$ cat config.mk
export PLATFORM = sky130hd
export DESIGN_NAME = dpf_front
export DESIGN_NICKNAME = d
export VERILOG_FILES = /design/src/rtl/assert_macros.svh /design/src/rtl/dpf_pkg.sv /design/src/rtl/dpf_front.sv
export SDC_FILE = /design/constraint.sdc
export NUM_CORES = 1
export LEC_CHECK = 0
export BUFFER_PORTS_ARGS = -buffer_cell sky130_fd_sc_hd__buf_4
export CORE_AREA = 5 5 108 186
export CTS_CLUSTER_SIZE = 25
export DETAILED_ROUTE_END_ITERATION = 7
export DIE_AREA = 0 0 113 191
export GPL_TIMING_DRIVEN = 0
export PLACE_DENSITY = 0.77
export SLEW_MARGIN = 0
export SYNTH_ARGS = -nofsm -noshare
export SYNTH_HDL_FRONTEND = slang
export SYNTH_SLANG_ARGS = --single-unit
$ cat constraint.sdc
create_clock -name clk -period 12.37 [get_ports clk]
set_clock_uncertainty 0.15 [all_clocks]
set_input_delay 2.474 -clock clk [delete_from_list [all_inputs] [get_ports clk]]
set_output_delay 2.474 -clock clk [all_outputs]
set_load 0.005 [all_outputs]
$ cat src/rtl/assert_macros.svh
// Assertion helpers; both sample on clk and are off while rst_n is low.
`ifndef ASSERT_MACROS_SVH
`define ASSERT_MACROS_SVH

// Check a property at every rising edge of clk.
`define ASSERT_CLK(label, prop, msg) \
  label: assert property (@(posedge clk) disable iff (!rst_n) (prop)) else $error(msg);

// Check that a condition never holds.
`define ASSERT_NEVER(label, cond, msg) \
  `ASSERT_CLK(label, !(cond), msg)

`endif

$ cat src/rtl/dpf_pkg.sv
package dpf_pkg;

  localparam int TABLE_ENTRIES = 16;
  localparam int ENDPOINT_BITS = 48;
  localparam int IDX_W   = (TABLE_ENTRIES > 1) ? $clog2(TABLE_ENTRIES) : 1;
  localparam int CNT_W   = $clog2(TABLE_ENTRIES + 1);
  localparam int COORD_W = 24;
  localparam int DIFF_W  = COORD_W + 1;
  localparam int D2_W    = 50;
  localparam int S_W     = 56;
  localparam int CLIP_W  = 24;
  localparam int CLIP2_W = 2 * CLIP_W;

  localparam logic [CLIP_W-1:0]  CLIP_RESET  = 24'd2560000;
  localparam logic [CLIP2_W-1:0] CLIP2_RESET = 48'd6553600000000;

  localparam logic [2:0] ADDR_CLIP = 3'd0;

  localparam logic OP_UPDATE  = 1'b0;
  localparam logic OP_FORWARD = 1'b1;

  localparam logic [2:0] PRIO_HIGHEST      = 3'd0;
  localparam logic [2:0] PRIO_ABOVE_NORMAL = 3'd1;
  localparam logic [2:0] PRIO_NORMAL       = 3'd2;
  localparam logic [2:0] PRIO_BELOW_NORMAL = 3'd3;
  localparam logic [2:0] PRIO_LOWEST       = 3'd4;

  typedef struct packed {
    logic                      op;
    logic [ENDPOINT_BITS-1:0]  key;
    logic signed [COORD_W-1:0] x;
    logic signed [COORD_W-1:0] y;
    logic signed [COORD_W-1:0] z;
  } item_t;

  typedef struct packed {
    logic [ENDPOINT_BITS-1:0] ep;
    logic [2:0]               prio;
    logic                     last;
  } res_t;

endpackage

$ cat src/rtl/dpf_front.sv
module dpf_front (
  input  logic          clk,
  input  logic          rst_n,
  input  logic          push,
  input  dpf_pkg::item_t item_i,
  output logic          full,
  output logic          item_valid,
  input  logic          item_ready,
  output dpf_pkg::item_t item_o
);

  dpf_pkg::item_t q_r [2];
  logic [1:0] cnt_r, cnt_nxt;
  logic       wp_r, rp_r;
  logic       do_push, do_pop;

  assign full       = (cnt_r == 2'd2);
  assign item_valid = (cnt_r != 2'd0);
  assign item_o     = q_r[rp_r];
  assign do_push    = push && !full;
  assign do_pop     = item_valid && item_ready;

  always_comb begin
    cnt_nxt = cnt_r;
    if (do_push && !do_pop) begin
      cnt_nxt = cnt_r + 2'd1;
    end else if (do_pop && !do_push) begin
      cnt_nxt = cnt_r - 2'd1;
    end
  end

  always_ff @(posedge clk) begin
    if (!rst_n) begin
      cnt_r <= 2'd0;
      wp_r  <= 1'b0;
      rp_r  <= 1'b0;
    end else begin
      cnt_r <= cnt_nxt;
      if (do_push) wp_r <= ~wp_r;
      if (do_pop)  rp_r <= ~rp_r;
    end
  end

  always_ff @(posedge clk) begin
    if (do_push) begin
      q_r[wp_r] <= item_i;
    end
  end

endmodule

# Word-level counts from Yosys, hierarchy flattened
# Memory sizes are Yosys's and may differ from the RTL's. A register that Yosys moved wholly into a read port is not among the register bits.
# Index checks and enable logic that the tools add are counted.
# classes
n_eq_ne,1
n_reduce_logical,9
bitwise,2
n_mux,6
n_addsub,2
# op_table
op,n
logical AND 1 bit,4
two-way mux 1 bit,4
two-way mux 2 bit,2
nonzero test 2 bit,2
logical NOT 1 bit,3
"adder 2 x 1 -> 2 bit, second input constant",1
"equality test 2 bit, second input constant",1
inverter 1 bit,2
"subtractor 2 x 1 -> 2 bit, second input constant",1
# totals
in_bits,125
out_inout_bits,123
n_memories,1
ramBits,242
register_bits,4
# memory_table
name,words,width,rd,rd_ports_with_merged_regs,wr,line_no,source
q_r,2,121,1,1,1,dpf_front.sv:12,dpf_pkg::item_t q_r [2];

# Longest topological paths before layout
# logic_depth
ltp_word,7
ltp_mapped,7
depth_no_buf,7

# Least setup slack after synthesis
# OpenSTA, ideal clock, no wires.
# synth_path
path_type,input to register
from,input push
to,memory q_r[0][0] in the netlist's numbering (enable)
slack_ps,4417
cell_stages,2
path_buffers,0
arrival_time_ps,7223
path_cell_list,inv_1 > nor3_2
# synth_between
elab_chain_cells,3
# synth_lines
element,line_no,source
start: declaration,dpf_front.sv:4,"input logic push,"
logical AND 1 bit,dpf_front.sv:20,assign do_push = push && !full;
two-way mux 1 bit,dpf_front.sv:45,if (do_push) begin
two-way mux 1 bit (not written as such),dpf_front.sv:46,q_r[wp_r] <= item_i;
end: declaration,dpf_front.sv:12,
# Every way passes these cells.

==> reports/results.tsv <==
stage	metric	value	unit
sta	max_clock_freq	221	MHz
grt	grt_pass1_vias	5376	
cts	cts.clk_slew.worst_paths	0.06	ns
cells_and_area	drive_above_1_share	0.610	
floorplanning	io_pins	248	
logic_synthesis	synthSimpleGateAreaFrac	0.00640	
worst_setup_path	cp-end-kind	primary output	
logic_synthesis	netlist_area	8990	um2
grt	grt.overflow.total	0	
routing	drc	0	
run	drv_cap	0	
floorplanning	coreArea	18400	um2
worst_setup_path	reg2reg_from	cnt_r[0]	
cts	cts_tree	yes	
logic_synthesis	synth_top_family_by_area	multiplexers	
cts	cts_max_level	1	
sta	setup_slack	7.85	ns
routing	wl_met3	1230	um
logic_synthesis	syn_nets	527	
sta	rsz0062_at_grt	no	
logic_synthesis	synth_fa_ha_area_frac	0.00139	
power_and_ir_drop	power.density	202	nW/um2
worst_setup_path	arrival	1.90	ns
cts	root_buffer	clkbuf_16	
grt	grt_usage	0.172	
power_and_ir_drop	leakagePower	4.53	nW
logic_synthesis	synthMuxAreaShare	0.152	
cells_and_area	area_growth	34.6	%
cells_and_area	diodes	0	
cts	cts_setup_buffers	0	
worst_setup_path	cp_max_fo	10	
cells_and_area	fin_util	0.657	
logic_synthesis	synth_compound_area_frac	0.00362	
status	status	finished clean	
routing	highest_layer	met4	
placement	dpl_worst_slack	8.12	ns
worst_setup_path	rr_worst_depth	3	
placement	place_congestion	0.754	
worst_setup_path	crit_end	item_o[92]	
placement	io_buffers	247	
logic_synthesis	ys_seq_area_frac	0.819	
logic_synthesis	synthCells	401	
logic_synthesis	synthXorXnorAreaFrac	0.00292	
sta	setup_viol_count_final	0	
logic_synthesis	avgSynthCellArea	22.4	um2
power_and_ir_drop	power.total	2.44	mW
cts	cts_buffers	22	
routing	initialDrtViolationCount	189	
cts	clkLatencyLatePin	0.50	ns
sta	fin_setup_tns	0	ns
cts	ctsLongestPathBuffers	3	
grt	grt_max_degree	69	
sta	maxSlewHeadroom	0.472	
sta	final-max-slew-violation-count	0	
routing	wl_met1	5940	um
routing	post_drt_wl_per_cell	20.5	um
worst_setup_path	worst_setup_path_start_kind	register	
sta	period_minus_slack	4.52	ns
grt	grt_pass1_wl	28500	um
logic_synthesis	yosys_warnings	0	
sta	worstMarginPinSlew	0.791	ns
sta	hold_viol_final	0	
worst_setup_path	critical_path_class	register to primary output	
floorplanning	dieArea	21600	um2
floorplanning	core.rowCount	66	
worst_hold_path	hold_path.class	register to register	
routing	wl_met2	11000	um
placement	dp_hpwl	13700	um
worst_setup_path	r2r_slack	10.08	ns
logic_synthesis	ys_ff_latch	247	
cts	ctsHoldBuffers	0	
routing	drt_first_pass_iters	4	
cts	clkSinkCount	247	
routing	vias	4682	
floorplanning	die_w	113	um
routing	finalWirelength	19100	um
cells_and_area	nets	806	
cts	post_cts_resized	0	
routing	ant_nets	0	
cells_and_area	layout_common_cells	buf_4, edfxtp_1, mux2_2	
cells_and_area	layout_commonest_cell	buf_4	
cells_and_area	fillCellCount	1256	
floorplanning	fp.dieH	191	um
routing	vias_per_cell	5.02	
worst_setup_path	worstPathRequired	9.75	ns
worst_setup_path	r2r_end	q_r[1][57]	
power_and_ir_drop	vdd_drop_max	0.171	mV
sta	period_share	0.365	
grt	antenna_found_initial	0	
logic_synthesis	synth_cell_types	22	
floorplanning	initial_core_util	0.488	
-- cell usage after synthesis --
| cell | n | area share |
|---|---|---|
| edfxtp_1 | 242 | 0.81 |
| mux2_2 | 121 | 0.15 |
| buf_6 | 9 | 0.011 |
| dfxtp_1 | 5 | 0.011 |
| and2_1 | 3 | 0.0021 |
| buf_2 | 3 | 0.0017 |
| inv_1 | 2 | 0.00084 |
| xnor2_1 | 2 | 0.0019 |
| a21boi_0 | 1 | 0.00084 |
| a21boi_1 | 1 | 0.00084 |
| and3_1 | 1 | 0.00070 |
| buf_4 | 1 | 0.00084 |
| ha_1 | 1 | 0.0014 |
| nand2b_1 | 1 | 0.00070 |
| nor2_1 | 1 | 0.00042 |
| nor3_2 | 1 | 0.0011 |
| o21a_1 | 1 | 0.00084 |
| o21ai_0 | 1 | 0.00056 |
| o21ai_1 | 1 | 0.00056 |
| or2_2 | 1 | 0.00070 |
| or3_1 | 1 | 0.00070 |
| xor2_1 | 1 | 0.00097 |
-- worst min-delay path by stage --
stage,to,slack (ns),cells past startpoint,startpoint
after global routing,cnt_r[1],0.41,2,cnt_r[1]
after detailed placement,cnt_r[1],0.37,2,cnt_r[1]
after CTS,cnt_r[1],0.38,2,cnt_r[1]
after global placement,cnt_r[1],0.36,2,cnt_r[1]
final,cnt_r[1],0.38,2,cnt_r[1]
after floorplan,cnt_r[1],0.33,2,cnt_r[1]
-- report_power, final --
part           switching [mW]  total (mW)  internal [mW]
registers              0.0280        1.08           1.05
logic                   0.283       0.658          0.375
clock network           0.281       0.704          0.423
total                   0.592        2.44           1.85
-- registers in the layout, indices dropped and copies added (netlist names), named ones only --
name,cells
q_r,242
cnt_r,2
rp_r,1
wp_r,1
-- per-stage QoR --
step	instance area (um2)	instances	hold WS, ns
after floorplan	8990	401	0.329
after global placement	11100	886	0.356
after detailed placement	11300	894	0.368
after CTS	12100	933	0.380
after global routing	12100	933	0.413
final	12100	933	0.375
-- routing by layer --
metal | track usage | vias to the layer above
met1 | 0.168 | 2322
met4 | 0.0773 | 0
met5 | 0 | -
met3 | 0.0383 | 47
met2 | 0.334 | 170
li1 | - | 2143
-- critical path, stage by stage (launching register included) --
cell and delay, ns:
dfxtp_1 0.40, buf_4 0.29, buf_6 0.21, mux2_2 0.35, buf_4 0.15
-- cells by family (layout without fill, tap and decap cells) --
group | Yosys count | after routing
multiplexers | 121 | 121
AO/OA/AOI/OAI | 5 | 5
flip-flops | 247 | 247
buffers and inverters | 15 | 309
XOR/XNOR | 3 | 3
adder cells (fa/ha/maj) | 1 | 1
AND/OR/NAND/NOR | 9 | 9
-- layout make-up --
cell class / count / area [um2] / area share
multi-input cells: 139 / 1500 / 0.124
repair buffers: 255 / 2050 / 0.169
plain buffers: 13 / 124 / 0.0102
flip-flops and latches: 247 / 7370 / 0.609
clock inverters: 13 / 168 / 0.0139
well taps: 238 / 298 / 0.0246
clock buffers: 26 / 587 / 0.0485
inverters: 2 / 7.51 / 0.000620
Power figures use the tool's default switching activity.
